File: config.mk
export PLATFORM = sky130hd
export DESIGN_NAME = dmpid_merge
export DESIGN_NICKNAME = d
export VERILOG_FILES = /design/src/rtl/core/dmpid_pkg.sv /design/src/rtl/core/dmpid_merge.sv
export SDC_FILE = /design/constraint.sdc
export NUM_CORES = 1
export LEC_CHECK = 0
export BUFFER_PORTS_ARGS = -buffer_cell sky130_fd_sc_hd__clkbuf_2
export CORE_AREA = 2 2 79 81
export DETAILED_ROUTE_END_ITERATION = 8
export DIE_AREA = 0 0 81 83
export GPL_TIMING_DRIVEN = 0
export HOLD_SLACK_MARGIN = 0.05
export PLACE_DENSITY = 0.78
export SETUP_SLACK_MARGIN = 0.02
export SLEW_MARGIN = 20
export SYNTH_ARGS = -nofsm -noshare
export SYNTH_HDL_FRONTEND = slang
export SYNTH_SLANG_ARGS = --single-unit
File: constraint.sdc
create_clock -name clk -period 0.8 [get_ports clk]
set_clock_uncertainty 0.05 [all_clocks]
set_input_delay 0.16 -clock clk [delete_from_list [all_inputs] [get_ports clk]]
set_output_delay 0.16 -clock clk [all_outputs]
set_load 0.05 [all_outputs]
File: src/rtl/core/dmpid_pkg.sv
// Shared types, widths, register indexes and reset values for the
// dual-motor PID speed controller. No dependencies.
`timescale 1ns / 1ps

package dmpid_pkg;

    // Field widths
    localparam int POS_W      = 32;
    localparam int SPD_W      = 16;
    localparam int GAIN_W     = 16;
    localparam int ILIM_W     = 20;
    localparam int DIR_W      = 2;
    localparam int DUTY_W     = 8;
    localparam int ERR_W      = 18;   // target - speed
    localparam int DERR_W     = 19;   // e - last_error
    localparam int ESUM_W     = 21;   // clamped error sum
    localparam int SUM_W      = 40;   // PID sum before clamping

    // Stream and config port widths
    localparam int IN_DATA_W  = 96;
    localparam int OUT_DATA_W = 64;
    localparam int CFG_ADDR_W = 3;
    localparam int CFG_DATA_W = 20;

    // Speed window in control ticks
    localparam int SPEED_WINDOW = 10;
    localparam int WT_W         = 4;

    // Duty divider: one quotient bit per cycle
    localparam int DIV_STEPS  = 8;
    localparam int DCNT_W     = 3;

    // Register indexes
    typedef enum logic [CFG_ADDR_W-1:0] {
        REG_GAIN_P         = 3'd0,
        REG_GAIN_I         = 3'd1,
        REG_GAIN_D         = 3'd2,
        REG_INTEGRAL_LIMIT = 3'd3,
        REG_OUTPUT_LIMIT   = 3'd4,
        REG_RPM_PER_COUNT  = 3'd5,
        REG_DIRECTION_A    = 3'd6,
        REG_DIRECTION_B    = 3'd7
    } reg_idx_t;

    // Direction codes
    localparam logic [DIR_W-1:0] DIR_STOP = 2'd0;
    localparam logic [DIR_W-1:0] DIR_FWD  = 2'd1;
    localparam logic [DIR_W-1:0] DIR_REV  = 2'd2;

    // Register reset values
    localparam logic [GAIN_W-1:0] RST_GAIN_P         = 16'd3891;
    localparam logic [GAIN_W-1:0] RST_GAIN_I         = 16'd410;
    localparam logic [GAIN_W-1:0] RST_GAIN_D         = 16'd1;
    localparam logic [ILIM_W-1:0] RST_INTEGRAL_LIMIT = 20'd1024000;
    localparam logic [SPD_W-1:0]  RST_OUTPUT_LIMIT   = 16'd42598;
    localparam logic [SPD_W-1:0]  RST_RPM_PER_COUNT  = 16'd10486;
    localparam logic [DIR_W-1:0]  RST_DIRECTION      = DIR_REV;

    // Configuration register file
    typedef struct packed {
        logic [GAIN_W-1:0] gain_p;
        logic [GAIN_W-1:0] gain_i;
        logic [GAIN_W-1:0] gain_d;
        logic [ILIM_W-1:0] integral_limit;
        logic [SPD_W-1:0]  output_limit;
        logic [SPD_W-1:0]  rpm_per_count;
        logic [DIR_W-1:0]  direction_a;
        logic [DIR_W-1:0]  direction_b;
    } cfg_t;

    // Sequencer states
    typedef enum logic [3:0] {
        ST_IDLE,
        ST_MAG,
        ST_SPEED,
        ST_ERR,
        ST_PROD,
        ST_SUM,
        ST_DINIT,
        ST_DIV,
        ST_DONE
    } state_t;

    // Step strobes from the sequencer to each lane
    typedef struct packed {
        logic load_in;
        logic win;
        logic mag_en;
        logic speed_en;
        logic err_en;
        logic prod_en;
        logic sum_en;
        logic dinit;
        logic dstep;
    } lane_ctl_t;

endpackage

File: src/rtl/core/dmpid_merge.sv
// Merge stage: routes each lane's duty to its forward or reverse pin and
// holds the finished result word for the master side. Depends on dmpid_pkg.
`timescale 1ns / 1ps

module dmpid_merge
    import dmpid_pkg::*;
(
    input  logic                  clk,
    input  logic                  rst_n,
    input  logic                  load,
    input  logic [DUTY_W-1:0]     duty_a,
    input  logic [DUTY_W-1:0]     duty_b,
    input  logic [SPD_W-1:0]      speed_a,
    input  logic [SPD_W-1:0]      speed_b,
    input  logic [DIR_W-1:0]      direction_a,
    input  logic [DIR_W-1:0]      direction_b,
    input  logic                  m_tready,
    output logic                  m_tvalid,
    output logic [OUT_DATA_W-1:0] m_tdata
);

    logic [OUT_DATA_W-1:0] data_reg;
    logic                  valid_reg;
    logic                  valid_next;
    logic [DUTY_W-1:0]     fwd_a;
    logic [DUTY_W-1:0]     rev_a;
    logic [DUTY_W-1:0]     fwd_b;
    logic [DUTY_W-1:0]     rev_b;

    // Route duties by direction; stop and unused codes drive both pins low
    always_comb
    begin
        fwd_a = (direction_a == DIR_FWD) ? duty_a : '0;
        rev_a = (direction_a == DIR_REV) ? duty_a : '0;
        fwd_b = (direction_b == DIR_FWD) ? duty_b : '0;
        rev_b = (direction_b == DIR_REV) ? duty_b : '0;
    end

    // Hold the word until taken; a new load wins
    always_comb
    begin
        if (load)
        begin
            valid_next = 1'b1;
        end
        else if (m_tready)
        begin
            valid_next = 1'b0;
        end
        else
        begin
            valid_next = valid_reg;
        end
    end

    always_ff @(posedge clk or negedge rst_n)
    begin
        if (!rst_n)
        begin
            valid_reg <= 1'b0;
        end
        else
        begin
            valid_reg <= valid_next;
        end
    end

    always_ff @(posedge clk)
    begin
        if (load)
        begin
            data_reg <= {speed_b, speed_a, rev_b, fwd_b, rev_a, fwd_a};
        end
    end

    assign m_tvalid = valid_reg;
    assign m_tdata  = data_reg;

endmodule

# Word level (Yosys, flattened, before mapping)
# Index checks and enable logic that the tools add are counted.
dict set report totals {
  in_bits 56
  wordCells 13
  ff_bits 65
  output_inout_bits 65
}
dict set report classes {
  n_mux 2
  reduce_logical 1
  eq_ne 4
}
# op count
set ops {}
lappend ops {{equality test 2 x 1 -> 1 bit, second input constant} 2}
lappend ops {{equality test 2 bit, second input constant} 2}
lappend ops {{2-to-1 mux 1 bit} 2}
lappend ops {{nonzero test 2 bit} 1}

# Logic depth before layout (Yosys ltp)
dict set report depth {
  ltp_word 2
  depth_mapped 2
  mapped_depth_nobuf 2
}

# Worst setup path before layout
# Ideal clock, no wire load.
dict set report synth_path {
  path_kind {flip-flop to flip-flop}
  startpoint {register m_tvalid (netlist name)}
  endpoint {register valid_reg (netlist: m_tvalid)}
  stages_incl_launch_ff 2
  n_path_buf 0
  arrival_time_ps 775
  synth_period_minus_slack_ps 943
  path_slack_ps -143
  setup_time_ps 118
  required_time_ps 632
  path_cell_list {dfrtp_1 > a21o_1}
}
# element line_no
set synth_lines {}
lappend synth_lines {{to (signal assigned)} dmpid_merge.sv:64} ;# valid_reg <= valid_next;
lappend synth_lines {{to (decl)} dmpid_merge.sv:23} ;# logic valid_reg;

# Worst setup path in the final report
dict set report layout_path {
  startpoint {register data_reg[8] (netlist: m_tdata[8])}
  endpoint {output m_tdata[8]}
}
# element line_no
set layout_lines {}
lappend layout_lines {{from (decl)} dmpid_merge.sv:22} ;# logic [OUT_DATA_W-1:0] data_reg;
lappend layout_lines {{from (signal assigned)} dmpid_merge.sv:72} ;# data_reg <= {speed_b, speed_a, rev_b, fwd_b, rev_a, fwd_a};
lappend layout_lines {{to (decl)} dmpid_merge.sv:19} ;# output logic [OUT_DATA_W-1:0] m_tdata
# No word-level cell between the ends.

==> summary.md <==
| Metric | Value |
|---|---|
| Status | `complete, but fails checks` |
| Failing checks | `setup timing` |
| Worst-case vdd ir drop | `1.17 mV` |
| Mapped Area | `2200 um^2` |
| Post-layout instance area | `4020 um^2` |
| Cells traversed along the worst timing path | `clkbuf_8` |
| Die Area | `6720 um^2` |
| Vias | `1,565` |
| Slowest stage delay, CP | `0.42 ns` |
| Worst Path Required | `0.59 ns` |
| Sequential-to-total area share from yosys stat | `88.3%` |
| Clock transition at the registers of the reported paths | `0.07 ns` |
| RSZ-0062 raised after global routing | `true` |
| Number of core rows | `28` |
| CTS HTree Levels | `3` |
| Period minus WS final | `1.18 ns` |
| Kind of path behind the tightest hold check | `input port to register` |
| Number of different library cells in the post-synthesis netlist | `8` |
| Footprint of the multi-input gates | `254 um^2` |
| Post-detailed-route wirelength per cell | `19.4 um` |
| Iteration-0 DRC Markers | `107` |
| Depth of the worst hold-timing path | `3` |
| Final-stage net count | `321` |
| Sequential cell area in the final layout | `1950 um^2` |
| Routability congestion estimate from global placement | `0.704` |
| Ys Warns | `0` |
| Starting utilization of the core area | `37.9%` |
| Vertical die dimension | `83 um` |
| TritonCTS buffer count | `9` |
| Die width | `81 um` |
| Top fanout value on the critical path | `1` |
| Area growth syn-to-layout | `82.5%` |
| Cell area after placement | `2920 um^2` |
| Cell Count Post-Placement | `299` |
| Commonest non-fill, non-tap cells in the layout | `64 x sky130_fd_sc_hd__edfxtp_1, 51 x sky130_fd_sc_hd__clkbuf_2, 45 x sky130_fd_sc_hd__clkbuf_8` |
| Final WS setup | `-0.381 ns` |
| Reported leakage power | `1.68 nW` |
| Vias in the first global route | `1,661` |
| Endpoints failing hold | `0` |
| Count of antenna-violating nets left after detailed routing | `0` |
| Net count after synthesis | `159` |
| Hold path startpoint | `m_tready` |
| Critical R2R Capture | `m_tvalid$_DFFE_PN0P_` |
| Kind of cell adding the most delay to the critical path | `flip-flops` |
| Estimated wirelength of the detail-placed design | `3.46 mm` |
| Count of placed standard cells in the final layout, fillers left out | `345` |
| Hold Path Sink | `m_tvalid$_DFFE_PN0P_` |
| Final Max Tran Viols | `0` |
| Fraction of the cycle the final worst path needs | `148%` |
| Number of iterations in the first detailed-routing pass | `4` |
| Global-route usage over all layers | `19.7%` |
| Number of storage elements in the synthesis netlist | `65` |
| Number of buffers on the longest clock path | `2` |
| Final setup violating endpoints | `66` |
| # fillers | `371` |
| Post-CTS Repair Setup Buffers | `0` |
| Post-route setup TNS | `-21.61 ns` |
| Placeable core area | `5820 um^2` |
| Crit-path slowest cell | `sky130_fd_sc_hd__edfxtp_1` |
| Element type at the critical path end | `primary output` |
| Highest achievable clock rate | `0.847 GHz` |
| First-pass GRT wire length | `9.18 mm` |
| Data arrival time of the critical path | `0.97 ns` |
| Number of buffers added on ports | `120` |
| Slew Limit Headroom | `80.4%` |
| Fraction of layout instances using a drive strength above 1 | `51.5%` |
| Clock network latency to the later pin of the worst-skew pair | `0.33 ns` |
| Max capacitance violation total | `0` |
| Post-layout util | `69.2%` |
| Total wire length after detailed routing | `6.70 mm` |
| N_diodes | `0` |
| Crit start category | `register` |
| Pwr dens | `2160 nW/um^2` |
| Sinks on Clock Net | `65` |
| Count of cells along the worst register-to-register path | `1` |
| Slew at the pin with the worst max-slew slack | `0.292 ns` |
| Critical Path Start | `m_tdata[8]$_SDFFCE_PP0P_` |
| Post-route DRC | `0` |
| Cells after synthesis | `103` |
| Routed vias/inst | `4.54` |
| Cell at the root of the clock tree | `sky130_fd_sc_hd__clkbuf_8` |
| Synth Area per Inst | `21.4 um^2` |
| Clock tree from TritonCTS | `yes` |
| Most common cell after layout, fill and taps aside | `sky130_fd_sc_hd__edfxtp_1` |
| Total gr overflow | `0` |
| Worst setup path class | `register to primary output` |
| Setup slack on the worst flop-to-flop path | `0.07 ns` |
| Reg-to-Reg Start | `m_tvalid$_DFFE_PN0P_` |
| I/O pins | `121` |
| Number of buffers added to fix hold violations after cts | `33` |
| Pin count of the biggest net entering global routing | `36` |
| Bufs and invs on worst path | `1` |
| Antenna violations before repair | `0` |
==> synth_stat cells <==
cell type	n	area [um^2]
sky130_fd_sc_hd__edfxtp_1	64	1920
sky130_fd_sc_hd__and2_1	32	200
sky130_fd_sc_hd__nor2b_4	2	27.5
sky130_fd_sc_hd__a21o_1	1	7.51
sky130_fd_sc_hd__and2b_4	1	10.0
sky130_fd_sc_hd__dfrtp_1	1	25.0
sky130_fd_sc_hd__inv_1	1	3.75
sky130_fd_sc_hd__nor2b_2	1	8.76
==> sequential cells by signal, indices dropped and copies added (netlist names) <==
name	flops
m_tdata	64
m_tvalid	1
==> logic make-up (layout without fill, tap and decap cells) <==
kind of cell | after synthesis | after routing | share of synthesized area (%)
AOI/OAI and AO/OA | 1 | 1 | 0.341
DFF | 65 | 65 | 88.3
buffers and inverters | 1 | 168 | 0.170
and+or+nand+nor | 36 | 36 | 11.2
==> stage by stage <==
step,hold slack (ns),setup slack (ns),total power (W)
floorplan,-0.186,-0.0436,0.00514
detailed placement,-0.112,-0.421,0.00561
finish,0.0473,-0.381,0.00868
CTS,0.0203,-0.358,0.00852
global route,0.0469,-0.396,0.00894
global placement,-0.114,-0.923,0.00557
==> power breakdown <==
group | switching, W | total (W) | leakage [nW] | internal (W)
clock | 0.00135 | 0.00246 | 0.0814 | 0.00112
combinational | 0.00119 | 0.00203 | 0.973 | 0.000838
sequential | 0.000158 | 0.00419 | 0.629 | 0.00403
total | 0.00269 | 0.00868 | 1.68 | 0.00598
==> worst max-delay path by stage <==
stage                           endpoint  slack [ns]  depth (start not counted)
6_report                      m_tdata[8]       -0.38                          1
5_1_grt                      m_tdata[52]       -0.40                          1
4_1_cts                       m_tdata[5]       -0.36                          1
3_5_place_dp   m_tdata[21]$_SDFFCE_PP0P_       -0.42                          2
3_3_place_gp   m_tdata[21]$_SDFFCE_PP0P_       -0.92                          1
2_1_floorplan       m_tvalid$_DFFE_PN0P_       -0.04                          1
==> area by class of cell <==
cell class                      count  share of cell area [%]
Clock inverter                      7                    1.15
Sequential cell                    65                    48.4
Timing Repair Buffer              151                    38.6
Clock buffer                        9                    3.08
Tap cell                           75                    2.33
Inverter                            1                  0.0933
Multi-Input combinational cell     37                    6.31
==> metal layers <==
layer	global-route usage [%]	wire, um
met2	35.8	3530
met4	9.09	161
met3	6.96	605
met5	0	0
met1	19.5	2390
==> what timing repair did <==
item                                    4_1_cts  5_1_grt
endpoints found under the hold margin        37        2
endpoints found under the setup margin       99       69
gates resized for setup                     131       31
(Power assumes the default switching activity.)
