===== src/rtl/core/dmpid_pkg.sv =====
// Shared types, widths, register indexes and reset values for the
// dual-motor PID speed controller. No dependencies.
`timescale 1ns / 1ps

package dmpid_pkg;

    // Field widths
    localparam int POS_W      = 32;
    localparam int SPD_W      = 16;
    localparam int GAIN_W     = 16;
    localparam int ILIM_W     = 20;
    localparam int DIR_W      = 2;
    localparam int DUTY_W     = 8;
    localparam int ERR_W      = 18;   // target - speed
    localparam int DERR_W     = 19;   // e - last_error
    localparam int ESUM_W     = 21;   // clamped error sum
    localparam int SUM_W      = 40;   // PID sum before clamping

    // Stream and config port widths
    localparam int IN_DATA_W  = 96;
    localparam int OUT_DATA_W = 64;
    localparam int CFG_ADDR_W = 3;
    localparam int CFG_DATA_W = 20;

    // Speed window in control ticks
    localparam int SPEED_WINDOW = 10;
    localparam int WT_W         = 4;

    // Duty divider: one quotient bit per cycle
    localparam int DIV_STEPS  = 8;
    localparam int DCNT_W     = 3;

    // Register indexes
    typedef enum logic [CFG_ADDR_W-1:0] {
        REG_GAIN_P         = 3'd0,
        REG_GAIN_I         = 3'd1,
        REG_GAIN_D         = 3'd2,
        REG_INTEGRAL_LIMIT = 3'd3,
        REG_OUTPUT_LIMIT   = 3'd4,
        REG_RPM_PER_COUNT  = 3'd5,
        REG_DIRECTION_A    = 3'd6,
        REG_DIRECTION_B    = 3'd7
    } reg_idx_t;

    // Direction codes
    localparam logic [DIR_W-1:0] DIR_STOP = 2'd0;
    localparam logic [DIR_W-1:0] DIR_FWD  = 2'd1;
    localparam logic [DIR_W-1:0] DIR_REV  = 2'd2;

    // Register reset values
    localparam logic [GAIN_W-1:0] RST_GAIN_P         = 16'd3891;
    localparam logic [GAIN_W-1:0] RST_GAIN_I         = 16'd410;
    localparam logic [GAIN_W-1:0] RST_GAIN_D         = 16'd1;
    localparam logic [ILIM_W-1:0] RST_INTEGRAL_LIMIT = 20'd1024000;
    localparam logic [SPD_W-1:0]  RST_OUTPUT_LIMIT   = 16'd42598;
    localparam logic [SPD_W-1:0]  RST_RPM_PER_COUNT  = 16'd10486;
    localparam logic [DIR_W-1:0]  RST_DIRECTION      = DIR_REV;

    // Configuration register file
    typedef struct packed {
        logic [GAIN_W-1:0] gain_p;
        logic [GAIN_W-1:0] gain_i;
        logic [GAIN_W-1:0] gain_d;
        logic [ILIM_W-1:0] integral_limit;
        logic [SPD_W-1:0]  output_limit;
        logic [SPD_W-1:0]  rpm_per_count;
        logic [DIR_W-1:0]  direction_a;
        logic [DIR_W-1:0]  direction_b;
    } cfg_t;

    // Sequencer states
    typedef enum logic [3:0] {
        ST_IDLE,
        ST_MAG,
        ST_SPEED,
        ST_ERR,
        ST_PROD,
        ST_SUM,
        ST_DINIT,
        ST_DIV,
        ST_DONE
    } state_t;

    // Step strobes from the sequencer to each lane
    typedef struct packed {
        logic load_in;
        logic win;
        logic mag_en;
        logic speed_en;
        logic err_en;
        logic prod_en;
        logic sum_en;
        logic dinit;
        logic dstep;
    } lane_ctl_t;

endpackage


===== src/rtl/core/dmpid_lane.sv =====
// One motor lane: windowed encoder speed, PID in Q8.8 with Q4.12 gains,
// and a bit-serial duty divider. Depends on dmpid_pkg.
`timescale 1ns / 1ps

module dmpid_lane
    import dmpid_pkg::*;
(
    input  logic              clk,
    input  logic              rst_n,
    input  cfg_t              cfg,
    input  lane_ctl_t         ctl,
    input  logic [POS_W-1:0]  position,
    input  logic [SPD_W-1:0]  target,
    output logic [DUTY_W-1:0] duty,
    output logic [SPD_W-1:0]  speed
);

    // Captured word and pipeline registers
    logic [POS_W-1:0]          pos_reg;
    logic [SPD_W-1:0]          tgt_reg;
    logic [POS_W-1:0]          mag_reg;
    logic signed [ERR_W-1:0]   e_reg;
    logic signed [DERR_W-1:0]  de_reg;
    logic signed [34:0]        prod_p_reg;
    logic signed [37:0]        prod_i_reg;
    logic signed [35:0]        prod_d_reg;
    logic [DUTY_W-1:0]         q_reg;
    logic [DUTY_W-1:0]         rem_reg;
    logic [DUTY_W-1:0]         quo_reg;

    // Controller state
    logic [POS_W-1:0]          prev_reg;
    logic [SPD_W-1:0]          speed_reg;
    logic signed [ESUM_W-1:0]  esum_reg;
    logic signed [ERR_W-1:0]   last_reg;

    // Combinational intermediates
    logic [POS_W-1:0]          delta;
    logic [POS_W-1:0]          mag_next;
    logic [47:0]               rpm_prod;
    logic [SPD_W-1:0]          speed_next;
    logic signed [ERR_W-1:0]   e_next;
    logic signed [DERR_W-1:0]  de_next;
    logic signed [ESUM_W:0]    esum_sum;
    logic signed [ESUM_W:0]    ilim;
    logic signed [ESUM_W:0]    esum_clamp;
    logic signed [22:0]        term_p;
    logic signed [25:0]        term_i;
    logic signed [23:0]        term_d;
    logic signed [SUM_W-1:0]   pid_sum;
    logic [SPD_W-1:0]          out_clamp;
    logic [SPD_W-1:0]          num;
    logic [DUTY_W:0]           rem_wide;
    logic                      rem_ge;
    logic [DUTY_W-1:0]         full;

    // Absolute position delta over the window
    always_comb
    begin
        delta    = pos_reg - prev_reg;
        mag_next = delta[POS_W-1] ? (~delta + 32'd1) : delta;
    end

    // Scale to rpm Q8.8, saturate at the top
    always_comb
    begin
        rpm_prod   = mag_reg * cfg.rpm_per_count;
        speed_next = (|rpm_prod[47:24]) ? {SPD_W{1'b1}} : rpm_prod[23:8];
    end

    // Error and error difference
    always_comb
    begin
        e_next  = $signed({2'b00, tgt_reg}) - $signed({2'b00, speed_reg});
        de_next = $signed({e_next[ERR_W-1], e_next}) - $signed({last_reg[ERR_W-1], last_reg});
    end

    // Clamp the updated error sum
    always_comb
    begin
        esum_sum = 22'(esum_reg) + 22'(e_reg);
        ilim     = $signed({2'b00, cfg.integral_limit});
        if (esum_sum > ilim)
        begin
            esum_clamp = ilim;
        end
        else if (esum_sum < -ilim)
        begin
            esum_clamp = -ilim;
        end
        else
        begin
            esum_clamp = esum_sum;
        end
    end

    // Floor each product by 4096, add, clamp to 0..output_limit
    always_comb
    begin
        term_p  = prod_p_reg[34:12];
        term_i  = prod_i_reg[37:12];
        term_d  = prod_d_reg[35:12];
        pid_sum = SUM_W'(term_p) + SUM_W'(term_i) + SUM_W'(term_d);
        if (pid_sum < 0)
        begin
            out_clamp = '0;
        end
        else if (pid_sum > $signed({24'd0, cfg.output_limit}))
        begin
            out_clamp = cfg.output_limit;
        end
        else
        begin
            out_clamp = pid_sum[SPD_W-1:0];
        end
    end

    // Restoring division step: q*255 / floor(limit/256)
    always_comb
    begin
        full     = cfg.output_limit[SPD_W-1:8];
        num      = {q_reg, 8'd0} - {8'd0, q_reg};
        rem_wide = {rem_reg, quo_reg[DUTY_W-1]};
        rem_ge   = (rem_wide >= {1'b0, full});
    end

    // Datapath registers
    always_ff @(posedge clk)
    begin
        if (ctl.load_in)
        begin
            pos_reg <= position;
            tgt_reg <= target;
        end
        if (ctl.mag_en)
        begin
            mag_reg <= mag_next;
        end
        if (ctl.err_en)
        begin
            e_reg  <= e_next;
            de_reg <= de_next;
        end
        if (ctl.prod_en)
        begin
            prod_p_reg <= $signed({1'b0, cfg.gain_p}) * e_reg;
            prod_i_reg <= $signed({1'b0, cfg.gain_i}) * esum_reg;
            prod_d_reg <= $signed({1'b0, cfg.gain_d}) * de_reg;
        end
        if (ctl.sum_en)
        begin
            q_reg <= out_clamp[SPD_W-1:8];
        end
        if (ctl.dinit)
        begin
            rem_reg <= num[SPD_W-1:8];
            quo_reg <= num[7:0];
        end
        else if (ctl.dstep)
        begin
            rem_reg <= rem_ge ? DUTY_W'(rem_wide - {1'b0, full}) : rem_wide[DUTY_W-1:0];
            quo_reg <= {quo_reg[DUTY_W-2:0], rem_ge};
        end
    end

    // Controller state: speed on window ticks, sums on every tick
    always_ff @(posedge clk or negedge rst_n)
    begin
        if (!rst_n)
        begin
            prev_reg  <= '0;
            speed_reg <= '0;
            esum_reg  <= '0;
            last_reg  <= '0;
        end
        else
        begin
            if (ctl.mag_en && ctl.win)
            begin
                prev_reg <= pos_reg;
            end
            if (ctl.speed_en && ctl.win)
            begin
                speed_reg <= speed_next;
            end
            if (ctl.prod_en)
            begin
                esum_reg <= esum_clamp[ESUM_W-1:0];
                last_reg <= e_reg;
            end
        end
    end

    assign duty  = (full == '0) ? '0 : quo_reg;
    assign speed = speed_reg;

endmodule


===== config.mk =====
export PLATFORM = sky130hd
export DESIGN_NAME = dmpid_lane
export DESIGN_NICKNAME = d
export VERILOG_FILES = /design/src/rtl/core/dmpid_pkg.sv /design/src/rtl/core/dmpid_lane.sv
export SDC_FILE = /design/constraint.sdc
export NUM_CORES = 2
export LEC_CHECK = 0
export BUFFER_PORTS_ARGS = -buffer_cell sky130_fd_sc_hd__buf_2
export CORE_MARGIN = 4
export CORE_UTILIZATION = 40
export DETAILED_ROUTE_END_ITERATION = 8
export PLACE_DENSITY = 0.57
export SYNTH_ARGS = -nofsm -noshare
export SYNTH_HDL_FRONTEND = slang
export SYNTH_SLANG_ARGS = --single-unit
export TNS_END_PERCENT = 5

===== constraint.sdc =====
create_clock -name clk -period 14.2 [get_ports clk]
set_clock_uncertainty 0.2 [all_clocks]
set_input_delay 1.42 -clock clk [delete_from_list [all_inputs] [get_ports clk]]
set_output_delay 1.42 -clock clk [all_outputs]
set_load 0.01 [all_outputs]

# == Word level (Yosys, flattened, before mapping) ==
# Index checks and enable logic that the tools add are counted.
# op_classes
addsub,10
mul,4
magnitude_cmp,5
mux,11
bitwise_logic,1
n_reduce_logical,5
# op_table
op,count
$mul A32 B16 Y48,1
$mux W8,6
$mux W21,2
$mul A17 B21 Y38,1
$mul A17 B19 Y36,1
$mul A17 B17 Y34,1
$add A32 B1 Y32 const B,1
$mux W16,2
$not A32 Y32,1
$sub A32 B32 Y32,1
$mux W31,1
$add A27 B24 Y28,1
$gt A28 B17 Y1,1
$lt A28 B1 Y1 const B,1
$add A23 B26 Y27,1
$reduce_or A24 Y1,1
$add A21 B17 Y22,1
$gt A22 B21 Y1,1
$lt A22 B22 Y1,1
$neg A20 Y22,1
$sub A17 B17 Y18,1
$sub A16 B16 Y17,1
$sub A16 B8 Y16,1
$ge A9 B8 Y1,1
other kinds (4),5
# totals
regBits,335
output_inout_bits,24

# == Longest topological paths before layout ==
# logic_depth
ltp_word,4
ltp_mapped,27
mapped_depth_nobuf,25

# == Least setup slack after synthesis ==
# OpenSTA, ideal clock, no wires.
# synth_timing
path_kind,input to register
startpoint,in cfg[5] (netlist bit)
endpoint,"reg speed_reg[10], in the netlist speed[10]"
setup_ns,0.141
arrival_time_ns,8.037
path_slack_ns,5.822
stages,27
path_buffers,3
path_cell_list,clkbuf_1 -> nand2_1 -> fa_1 -> inv_1 -> fa_1 -> inv_1 -> fa_1 -> inv_1 -> fa_1 -> fa_1 -> inv_1 -> fa_1 -> inv_1 -> ha_1 -> clkbuf_1 -> nand3_1 -> nand3_1 -> a21o_1 -> nand4_1 -> o21ai_1 -> a21oi_2 -> a21oi_1 -> mux2_1 -> a2111o_1 -> nor4_4 -> buf_4 -> a31oi_1
# synth_between
elab_chain_cells,3
# synth_lines
item,line_no,source
from (decl),dmpid_lane.sv:10,"input cfg_t cfg,"
$mul A32 B16 Y48 (*),dmpid_lane.sv:67,rpm_prod = mag_reg * cfg.rpm_per_count;
$reduce_or A24 Y1,dmpid_lane.sv:68,speed_next = (|rpm_prod[47:24]) ? {SPD_W{1'b1}} : rpm_prod[23:8];
$mux W16 (*),dmpid_lane.sv:68,
to (signal assigned),dmpid_lane.sv:184,speed_reg <= speed_next;
to (decl),dmpid_lane.sv:33,logic [SPD_W-1:0] speed_reg;
# Mark *: on every way between the ends. The rest lies on a longest branch, timed or not.
# A chain may end at the register's enable or synchronous reset.

# == Worst setup path in the final report ==
# layout_timing
startpoint,in cfg[11] (netlist bit)
endpoint,"reg speed_reg[3], in the netlist speed[3]"
# The elaborated chain is that of the path after synthesis.

==> results.md <==
- Hold Crit Start: prev_reg[0]
- Pin count of the biggest net entering global routing: between 60 and 70
- Cell count after synthesis: between 7000 and 8000
- Status: finished, final reports clean
- Die height: roughly 420 µm
- Most common cell in the synthesized netlist: inv_1
- ANT nets after route: 0
- First-pass GRT wire length: around 280 mm
- Clock Sinks: 297
- Hold Path Class: flop to flop
- Vias post-DR: 47937
- Total Wirelength: 166 mm
- Minimum clock period: 9370 ps
- Initial antenna violation count: 17
- Synth warn: 0
- Post-CTS Hold Fix Bufs: 0
- RSZ-0062 raised after global routing: no
- Final net count: 9247
- Overall global routing resource usage: 19.7%
- Area contributors post-synth: fa_1, ha_1, edfxtp_1, inv_1, and2_1
- Sequential share of the synthesized area: 12.7%
- Port bufs: 182
- Critical path class: input port to flop
- Post-CTS sizing: 0
- Slew @ Worst Pin: 1300 ps
- EDFF count, synth: 211
- DP Cell Count: 9346
- Post-route clock period utilization: approximately 66%
- Hold EP: prev_reg[0]
- Reg2Reg Depth: 24
- Post-synth top area share: 38.4%
- Final setup fails: 0
- Share of cells above drive strength 1: 5.27%
- DR vias/cell: 5.08
- Crit end category: flop
- Pre-CTS setup slack: 4240 ps
- Hold depth: 2
- Final Hold Viols: 0
- Number of synthesized register bits: 297
- Synthesized area per cell: 9.31 µm²
- Clock Latency Late Sink: 620 ps
- Post-DP HPWL: 135 mm
- Met3 Track Usage GR: under 10%
- Postcts setup bufs: 0
- DRC: 0
- Router iterations before antenna repair: 5
- Critical path required time: 14440 ps
- Area Overhead vs Synth: 6.71%
- F_max: 0.107 GHz
- Initial core utilization: about 40%
- Slew Limit Fails: 0
- GR Overflow Total: 0
- Root Buffer: clkbuf_16
- PnR worst setup slack: approximately 4800 ps
- Top Usage Layer GRT: met2
- Reg2reg start: mag_reg[14]
- Unique masters post-synth: 86
- Clk buf depth: 3
- Largest area contributor in the synthesized netlist: fa_1
- CP max FO: 32
- Relative slew slack: a little over an eighth
- Core area: 166000 µm²
- Full die area: 174000 µm²
- TNS Setup: 0 ps
- Post-synth top cells: inv_1, fa_1, nand2_1
- Vias in the first global route: 51795
- Grt met1 use: around a quarter
- Grt met2 use: between 30% and 40%
- R2R setup slack: 5290 ps
- Maxcap violations: 0
- Site Rows: 149
- WL/cell: about 18 µm
- # IOs: about 190
- Placer congestion estimate: 0.877
- Syn Nets: 9240
- Data arrival, critical path: around 9600 ps
- H-tree levels: 2
- CTS tree: built
- Mapped Area: 66900 µm²
- Layout Cells excl Fill: 9429
- Drt first-iter violations: 2248
- Critical Path Start Type: input port
- Num CTS Buffers: 39
- Synth async-reset ratio: 29.0%
- Die width: 417 µm
- Top_reg_cell synth: edfxtp_1
- Worst-path clk slew: roughly 60 ps
- Worst r2r dst: speed[3]
worst max-delay path by stage:
stage,from,endpoint,slack (ps),depth (start not counted)
after floorplan,cfg[5],speed[10],5820,27
after global placement,cfg[6],speed[4],4310,25
after detailed placement,cfg[6],speed[6],4240,25
after CTS,cfg[6],speed[15],4910,25
after global routing,cfg[6],speed[9],4440,25
final,cfg[11],speed[3],4830,23
area by class of cell:
class / count / area (µm²)
fill: 16340 / 94100
multi-input combinational: 5078 / 51600
sequential: 297 / 8490
inverter: 1544 / 5800
tap: 2189 / 2740
timing repair buffer: 238 / 1340
clock buffer: 47 / 1060
clock inverter: 25 / 332
antenna: 11 / 27.5
per-stage QoR:
stage / area, µm² / utilization [%] / hold slack, ps
after floorplan: 66900 / - / 254
final: 71400 / 43.1 / 288
after CTS: 71400 / 43.1 / 293
after global placement: 70000 / 42.3 / 270
after global routing: 71400 / 43.1 / 318
after detailed placement: 70000 / 42.3 / 278
per-layer routing:
metal / vias up / part of all wire, % / routed length [µm]
met5: - / 0.0060 / 10
met4: 2 / 3.4 / 5700
met3: 239 / 4.0 / 6580
met2: 1030 / 51 / 84900
met1: 24442 / 42 / 69200
li1: 22224 / - / -
critical path, cell delays in order:
cell and delay, ps:
buf_2 560, nand2_1 190, fa_1 580, inv_1 60, fa_1 480, fa_1 600
fa_1 480, fa_1 500, inv_1 50, fa_1 490, inv_1 50, ha_1 370
a21oi_1 290, nand2_1 120, nor3b_1 240, o211a_1 240, o21ai_1 240, a21oi_2 380
a21oi_1 240, mux2_1 370, a2111o_1 460, nor4_4 930, a31oi_1 210
kinds of logic after synthesis:
logic type / after synthesis / synth area share, %
XOR/XNOR: 229 / 3.00
buffers and inverters: 1816 / 10.2
AO/OA/AOI/OAI: 773 / 7.50
AND/OR/NAND/NOR: 2116 / 15.8
adder cells (fa/ha/maj): 1886 / 49.7
flip-flops: 297 / 12.7
multiplexers: 74 / 1.19
layout by cell type, fill, tap and decap left out, types with 11 or more instances in the layout:
cell	instances
mux2_2	43
clkbuf_16	40
and3_1	24
dfrtp_1	86
nand2b_1	51
fa_1	1285
o211ai_1	21
and2_1	687
ha_1	601
o21a_1	37
a21oi_1	198
xor2_1	70
nor3_1	55
a211oi_1	21
buf_4	58
nor4_1	11
edfxtp_1	211
nand4_1	34
nand3_1	65
mux2i_1	30
inv_1	1544
a21o_1	84
o21ai_0	174
xnor2_1	158
nand2_1	883
diode_2	11
buf_2	180
nor2_1	183
o21bai_1	25
or3_1	22
a21boi_0	15
o31ai_1	25
nor2b_1	40
a31oi_1	44
Power is not shown: default switching activity piles up to over one toggle a cycle in this logic, so the estimate is an artifact.
